<file path="src/rtl/qvr_pkg.sv">
// shared widths for the quaternion vector rotation pipeline
// no dependencies; imported by every rtl module of the block
package qvr_pkg;

  // data word and fixed-point layout
  localparam int WORD_WIDTH = 32;
  localparam int QUAT_FRAC  = 29;

  // sum of squares over four, its root and the normalizing division
  localparam int SQ_W   = 2 * WORD_WIDTH - 1;
  localparam int ROOT_W = WORD_WIDTH;
  localparam int NUM_W  = WORD_WIDTH + QUAT_FRAC;
  localparam int DEN_W  = ROOT_W + 1;
  localparam int QUO_W  = WORD_WIDTH - 1;

  // intermediate product q * (0,v) after rounding to 2^-29 units
  localparam int ACC1_W = 2 * WORD_WIDTH + 2;
  localparam int T_W    = ACC1_W - 15;

  // split of t for the second product
  localparam int TL_W = 26;
  localparam int TH_W = T_W - TL_W;
  localparam int PL_W = TL_W + 1 + WORD_WIDTH;
  localparam int PH_W = TH_W + WORD_WIDTH;
  localparam int PR_W = PH_W + TL_W;
  localparam int ACC2_W = PR_W + 3;
  localparam int R_W    = ACC2_W - 43;

endpackage

</file>
<file path="src/rtl/qvr_isqrt.sv">
// pipelined integer square root, one result bit per stage
// depends on qvr_pkg; carries a sideband word alongside the operand
module qvr_isqrt import qvr_pkg::*; #(
  parameter int SIDE_W = 8
) (
  input  logic              clk,
  input  logic              rst,
  input  logic              ce,
  input  logic              in_valid,
  input  logic [SQ_W-1:0]   in_x,
  input  logic [SIDE_W-1:0] in_side,
  output logic              out_valid,
  output logic [ROOT_W-1:0] out_root,
  output logic [SIDE_W-1:0] out_side
);

  localparam int NS = (SQ_W + 1) / 2;
  localparam int RW = SQ_W + 1;

  logic [SQ_W-1:0]   x_r    [NS];
  logic [RW-1:0]     res_r  [NS];
  logic [SIDE_W-1:0] side_r [NS];
  logic              vld_r  [NS];

  for (genvar j = 0; j < NS; j++) begin : g_st
    localparam logic [RW-1:0] BIT = RW'(1) << (SQ_W - 1 - 2 * j);
    logic [SQ_W-1:0]   xi;
    logic [RW-1:0]     ri;
    logic [SIDE_W-1:0] si;
    logic              vi;
    logic [RW-1:0]     sum;
    logic              ge;

    if (j == 0) begin : g_first
      assign xi = in_x;
      assign ri = '0;
      assign si = in_side;
      assign vi = in_valid;
    end else begin : g_rest
      assign xi = x_r[j-1];
      assign ri = res_r[j-1];
      assign si = side_r[j-1];
      assign vi = vld_r[j-1];
    end

    // trial subtract of res + bit
    assign sum = ri + BIT;
    assign ge  = {1'b0, xi} >= sum;

    always_ff @(posedge clk) begin
      if (rst) begin
        vld_r[j] <= 1'b0;
      end else if (ce) begin
        vld_r[j] <= vi;
      end
    end

    always_ff @(posedge clk) begin
      if (ce) begin
        x_r[j]    <= ge ? (xi - sum[SQ_W-1:0]) : xi;
        res_r[j]  <= ge ? ((ri >> 1) + BIT) : (ri >> 1);
        side_r[j] <= si;
      end
    end
  end

  assign out_valid = vld_r[NS-1];
  assign out_root  = res_r[NS-1][ROOT_W-1:0];
  assign out_side  = side_r[NS-1];

endmodule

</file>
<file path="config.mk">
export PLATFORM = sky130hd
export DESIGN_NAME = qvr_isqrt
export DESIGN_NICKNAME = d
export VERILOG_FILES = /design/src/rtl/qvr_pkg.sv /design/src/rtl/qvr_isqrt.sv
export SDC_FILE = /design/constraint.sdc
export NUM_CORES = 2
export LEC_CHECK = 0
export BUFFER_PORTS_ARGS = -buffer_cell sky130_fd_sc_hd__buf_2
export CORE_MARGIN = 1
export CORE_UTILIZATION = 65
export CTS_CLUSTER_SIZE = 28
export DETAILED_ROUTE_END_ITERATION = 6
export PLACE_DENSITY = 0.82
export SLEW_MARGIN = 20
export SYNTH_ARGS = -nofsm -noshare
export SYNTH_HDL_FRONTEND = slang
export SYNTH_MEMORY_MAX_BITS = 65536
export SYNTH_SLANG_ARGS = --single-unit
</file>
<file path="constraint.sdc">
create_clock -name clk -period 7.65 [get_ports clk]
set_clock_uncertainty 0.05 [all_clocks]
set_input_delay 1.1475 -clock clk [delete_from_list [all_inputs] [get_ports clk]]
set_output_delay 1.1475 -clock clk [all_outputs]
set_load 0.01 [all_outputs]
</file>
# --- After elaboration in Yosys (flattened, before gate mapping) ---
# Memories as Yosys holds them, arrays and structs flattened.
# Cells that the tools add are included.
totals:
  regBits: 0
  ram_bits: 4352
  input_bits: 75
  out_inout_bits: 41
  wordCells: 264
  mem_count: 4
op_classes:
  add_sub_neg: 94
  order_cmp: 32
  muxes: 102
  bitwise_logic: 32
mem_list:
  columns: ["name", "depth", "width", "rd", "rd_ports_with_merged_regs", "write_ports", "line_no", "text"]
  rows:
  - ["res_r", 32, 64, 32, 0, 32, "qvr_isqrt.sv:21", "logic [RW-1:0] res_r [NS];"]
  - ["x_r", 32, 63, 31, 0, 32, "qvr_isqrt.sv:20", "logic [SQ_W-1:0] x_r [NS];"]
  - ["side_r", 32, 8, 32, 0, 32, "qvr_isqrt.sv:22", "logic [SIDE_W-1:0] side_r [NS];"]
  - ["vld_r", 32, 1, 32, 0, 32, "qvr_isqrt.sv:23", "logic vld_r [NS];"]
op_table:
  columns: ["operator", "n"]
  rows:
  - ["two-way mux 63 bit", 33]
  - [">= comparator 63 x 64 -> 1 bit", 31]
  - ["two-way mux 64 bit", 31]
  - ["subtractor 63 bit", 31]
  - ["adder 63 x 1 -> 64 bit (second input constant)", 1]
  - ["adder 63 x 11 -> 64 bit (second input constant)", 1]
  - ["adder 63 x 13 -> 64 bit (second input constant)", 1]
  - ["adder 63 x 15 -> 64 bit (second input constant)", 1]
  - ["adder 63 x 17 -> 64 bit (second input constant)", 1]
  - ["adder 63 x 19 -> 64 bit (second input constant)", 1]
  - ["adder 63 x 21 -> 64 bit (second input constant)", 1]
  - ["adder 63 x 23 -> 64 bit (second input constant)", 1]
  - ["adder 63 x 25 -> 64 bit (second input constant)", 1]
  - ["adder 63 x 27 -> 64 bit (second input constant)", 1]
  - ["adder 63 x 29 -> 64 bit (second input constant)", 1]
  - ["adder 63 x 3 -> 64 bit (second input constant)", 1]
  - ["adder 63 x 31 -> 64 bit (second input constant)", 1]
  - ["adder 63 x 33 -> 64 bit (second input constant)", 1]
  - ["adder 63 x 35 -> 64 bit (second input constant)", 1]
  - ["adder 63 x 37 -> 64 bit (second input constant)", 1]
  - ["adder 63 x 39 -> 64 bit (second input constant)", 1]
  - ["adder 63 x 41 -> 64 bit (second input constant)", 1]
  - ["adder 63 x 43 -> 64 bit (second input constant)", 1]
  - ["adder 63 x 45 -> 64 bit (second input constant)", 1]
  - ["other kinds (46)", 114]

# --- Logic depth before layout (Yosys ltp) ---
logic_depth:
  depth_word: 4
  depth_mapped: 15
  depth_no_buf: 12

# --- Least setup slack after synthesis ---
# Ideal clock, no wire load.
synth_path:
  kind: "register to register"
  from: "memory x_r[1][834] (netlist bit)"
  to: "memory x_r[1][942] (netlist bit), data pin"
  setup_ns: 0.258
  arrival_time_ns: 3.126
  required_time_ns: 7.342
  slack_ns: 4.216
  stages_incl_launch_ff: 13
  path_buffers: 2
  synth_period_minus_slack_ns: 3.434
  cell_sequence: "edfxtp_1 > ha_1 > clkbuf_1 > nand4_1 > inv_1 > and4_1 > a21boi_0 > o21ai_0 > a31o_2 > or4_1 > clkbuf_1 > or4_1 > xnor2_1"
synth_lines:
  columns: ["item", "line_no"]
  rows:
  - ["start, declared", "qvr_isqrt.sv:20"]

==> reports/qor.csv <==
metric,value,unit
status,finished clean,
wire per inst,25.31,um
Highest Signal Layer,met5,
Yosys cell types,100,
Post-CTS Resized,0,
register area share after synthesis,64.85,%
setup TNS,0,ps
CP max stage delay,930,ps
first-pass GRT wire length,483.8,mm
pwr/cell area,310.9,nW/um^2
highest-delay cell along the critical path,a2111oi_0,
core area,195400,um^2
fin nets,10710,
post-CTS setup buffers,0,
total grt overflow,0,
clock latency on the worst-skew pair,960,ps
GP Congestion,1.077,
largest net degree at the start of global routing,201,
startpoint types,flip-flop,
yosys warns,0,
WL final,327.0,mm
clk sinks,2769,
DR WL met2,163.4,mm
CTS Buffer Depth,4,
Post-Syn Nets,10452,
Syn Inst Count,9820,
Max-cap violations,0,
vias per cell,6.356,
number of synthesized flops with an enable pin,2769,
vias in the first global route,79987,
Worst-path clk slew,60,ps
CP Capture Type,flip-flop,
layout cells sized above 1,7.517,%
critical path data required time,8270,ps
fin crit share,65.58,%
min Tclk post-route,5017,ps
fmax,0.1993,GHz
crit path cell chain,inv_1 -> ha_1 -> a2111o_1 -> o21ai_0 -> a2111oi_0 -> o2111ai_1 -> a311oi_1 -> and2b_1 -> buf_4 -> or3b_1 -> nor4_1 -> xor2_1,
"most common cell after layout, fill and taps aside",edfxtp_1,
met3 wire length,22.26,mm
WS Path Type,flip-flop to flip-flop,
max-slew violation count,0,
Initial Util,65.62,%
"flops & latches, synth",2769,
Clock Tree Root,clkbuf_16,
number of CTS-inserted buffers,295,
# DRC,0,
leakage,52.93,nW
drt pass-1 iters,7,
peak supply drop,0.0002421,V
synth-to-layout area growth,10.02,%
slew at the pin with the worst max-slew slack,1205,ps
Final Hold Viols,0,
total global routing track utilization,32.60,%
final setup vio count,0,
met1 WL,117.6,mm
Final ANT Viol Nets,0,
Post-Place Cells,12405,
Worst Path Arrival,5630,ps
I/O Pins,116,
RSZ-0062 raised after global routing,no,
port bufs,115,
Hold Crit Class,input port to flip-flop,
dpl hpwl,239.1,mm
cell area after synthesis,128200,um^2
die area,199000,um^2
most common flop cell mapped by yosys,edfxtp_1,
final cell count without fillers,12920,
Starting DRT DRC Count,8471,
Die Height,446.1,um
H-tree levels,5,
Vias,82116,
Core Rows,162,
initial antenna violation count,13,
crit-path max FO,58,
die width,446.1,um
"FFs w/ async S/R, synth",0,%
clock tree from TritonCTS,yes,
highest-count cells in the layout ignoring fill and taps,"edfxtp_1 (2769), inv_1 (710), a21oi_1 (637), nor2_1 (604), nand2_1 (560)",
CTS Hold Bufs,0,
Avg Inst Size Synth,13.06,um^2
Worst slew margin,18.89,%
==> per-layer routing <==
layer	vias up	GRT usage, %
met5	-	0
met4	12	21.10
met3	990	5.342
met2	3773	56.39
met1	39921	37.62
li1	37420	-
==> path summary, 6_finish.rpt <==
path / start / endpoint / depth (start not counted) / slack, ps
min: in_x[33] / x_r[0][33]$_DFFE_PP_ / 1 / 320
max: res_r[1][779]$_DFFE_PP_ / x_r[1][870]$_DFFE_PP_ / 12 / 2630
max reg2reg: res_r[1][779]$_DFFE_PP_ / x_r[1][870]$_DFFE_PP_ / 12 / 2630
min reg2reg: side_r[0][80]$_DFFE_PP_ / side_r[0][88]$_DFFE_PP_ / 0 / 350
==> final cells by class <==
| type | instances | area, um^2 |
|---|---|---|
| Antenna cell | 13 | 32.53 |
| Sequential cell | 2769 | 83150 |
| Inverter | 711 | 2669 |
| Clock inverter | 157 | 1389 |
| Timing Repair Buffer | 178 | 1226 |
| Multi-Input combinational cell | 6123 | 41630 |
| Fill cell | 12686 | 54340 |
| Clock buffer | 345 | 7676 |
| Tap cell | 2624 | 3283 |
==> critical path, delay by kind of cell (launching register included) <==
| family | cells | cell delay, ps |
|---|---|---|
| AO/OA/AOI/OAI | 5 | 2330 |
| XOR/XNOR | 1 | 110 |
| adder cells (fa/ha/maj) | 1 | 390 |
| buffers and inverters | 2 | 350 |
| flip-flops | 1 | 380 |
| AND/OR/NAND/NOR | 3 | 1130 |
==> sequential cells by signal, indices dropped and copies added (netlist names) <==
signal / cells
x_r: 1953
res_r: 528
side_r: 256
vld_r: 32
==> Yosys cell counts (31+ instances only) <==
library cell  count  area share, %
inv_1           710            2.1
or4_1            74           0.43
a21o_1          256            1.5
nand3_1         166           0.65
nand3b_1         31           0.18
o211ai_1         41           0.24
or3_1            88           0.43
nor3_1          246           0.96
o21bai_1         49           0.29
or2_2            42           0.20
edfxtp_1       2769             65
and3_1           58           0.28
a211oi_1         47           0.28
nor2_1          604            1.8
nor2b_1          88           0.43
ha_1            556            5.4
a31oi_1          50           0.24
nor4_1          315            1.5
clkbuf_1        173           0.51
nand2_1         560            1.6
nand4_1         163           0.80
a21oi_1         639            2.5
xnor2_1         480            3.3
and2_1           58           0.28
nor4b_1          50           0.34
o31ai_1          49           0.29
nand2b_1        110           0.54
o21ai_0         408            1.6
mux2_2           74           0.65
o21a_1           76           0.44
xor2_1          369            2.5
==> cell families after synthesis <==
| logic type | share of synthesized area, % |
|---|---|
| other | 0.002925 |
| XOR/XNOR | 5.800 |
| adder cells (fa/ha/maj) | 5.441 |
| flip-flops | 64.85 |
| AND/OR/NAND/NOR | 11.39 |
| multiplexers | 0.8061 |
| buffers and inverters | 2.764 |
| AO/OA/AOI/OAI | 8.947 |
==> power by group <==
group	internal [W]	switching, W	total, W
sequential	0.0192	0.00171	0.0209
combinational	0.00362	0.00564	0.00927
clock	0.00793	0.00574	0.0137
total	0.0308	0.0131	0.0439
==> metrics by stage <==
step                      utilization (%)  worst slack [ps]  total power (W)  hold WS [ps]  instance area [um^2]
final                               72.19              2633          0.04385         318.7                141100
after global routing                72.18              2517          0.04545         287.5                141000
after CTS                           72.16              2686          0.04378         268.4                141000
after detailed placement            67.52              2682          0.03014         354.5                131900
after global placement              67.52              2722          0.02996         350.5                131900
after floorplan                         -              4216          0.02678         350.3                128200
Power figures use the tool's default switching activity.
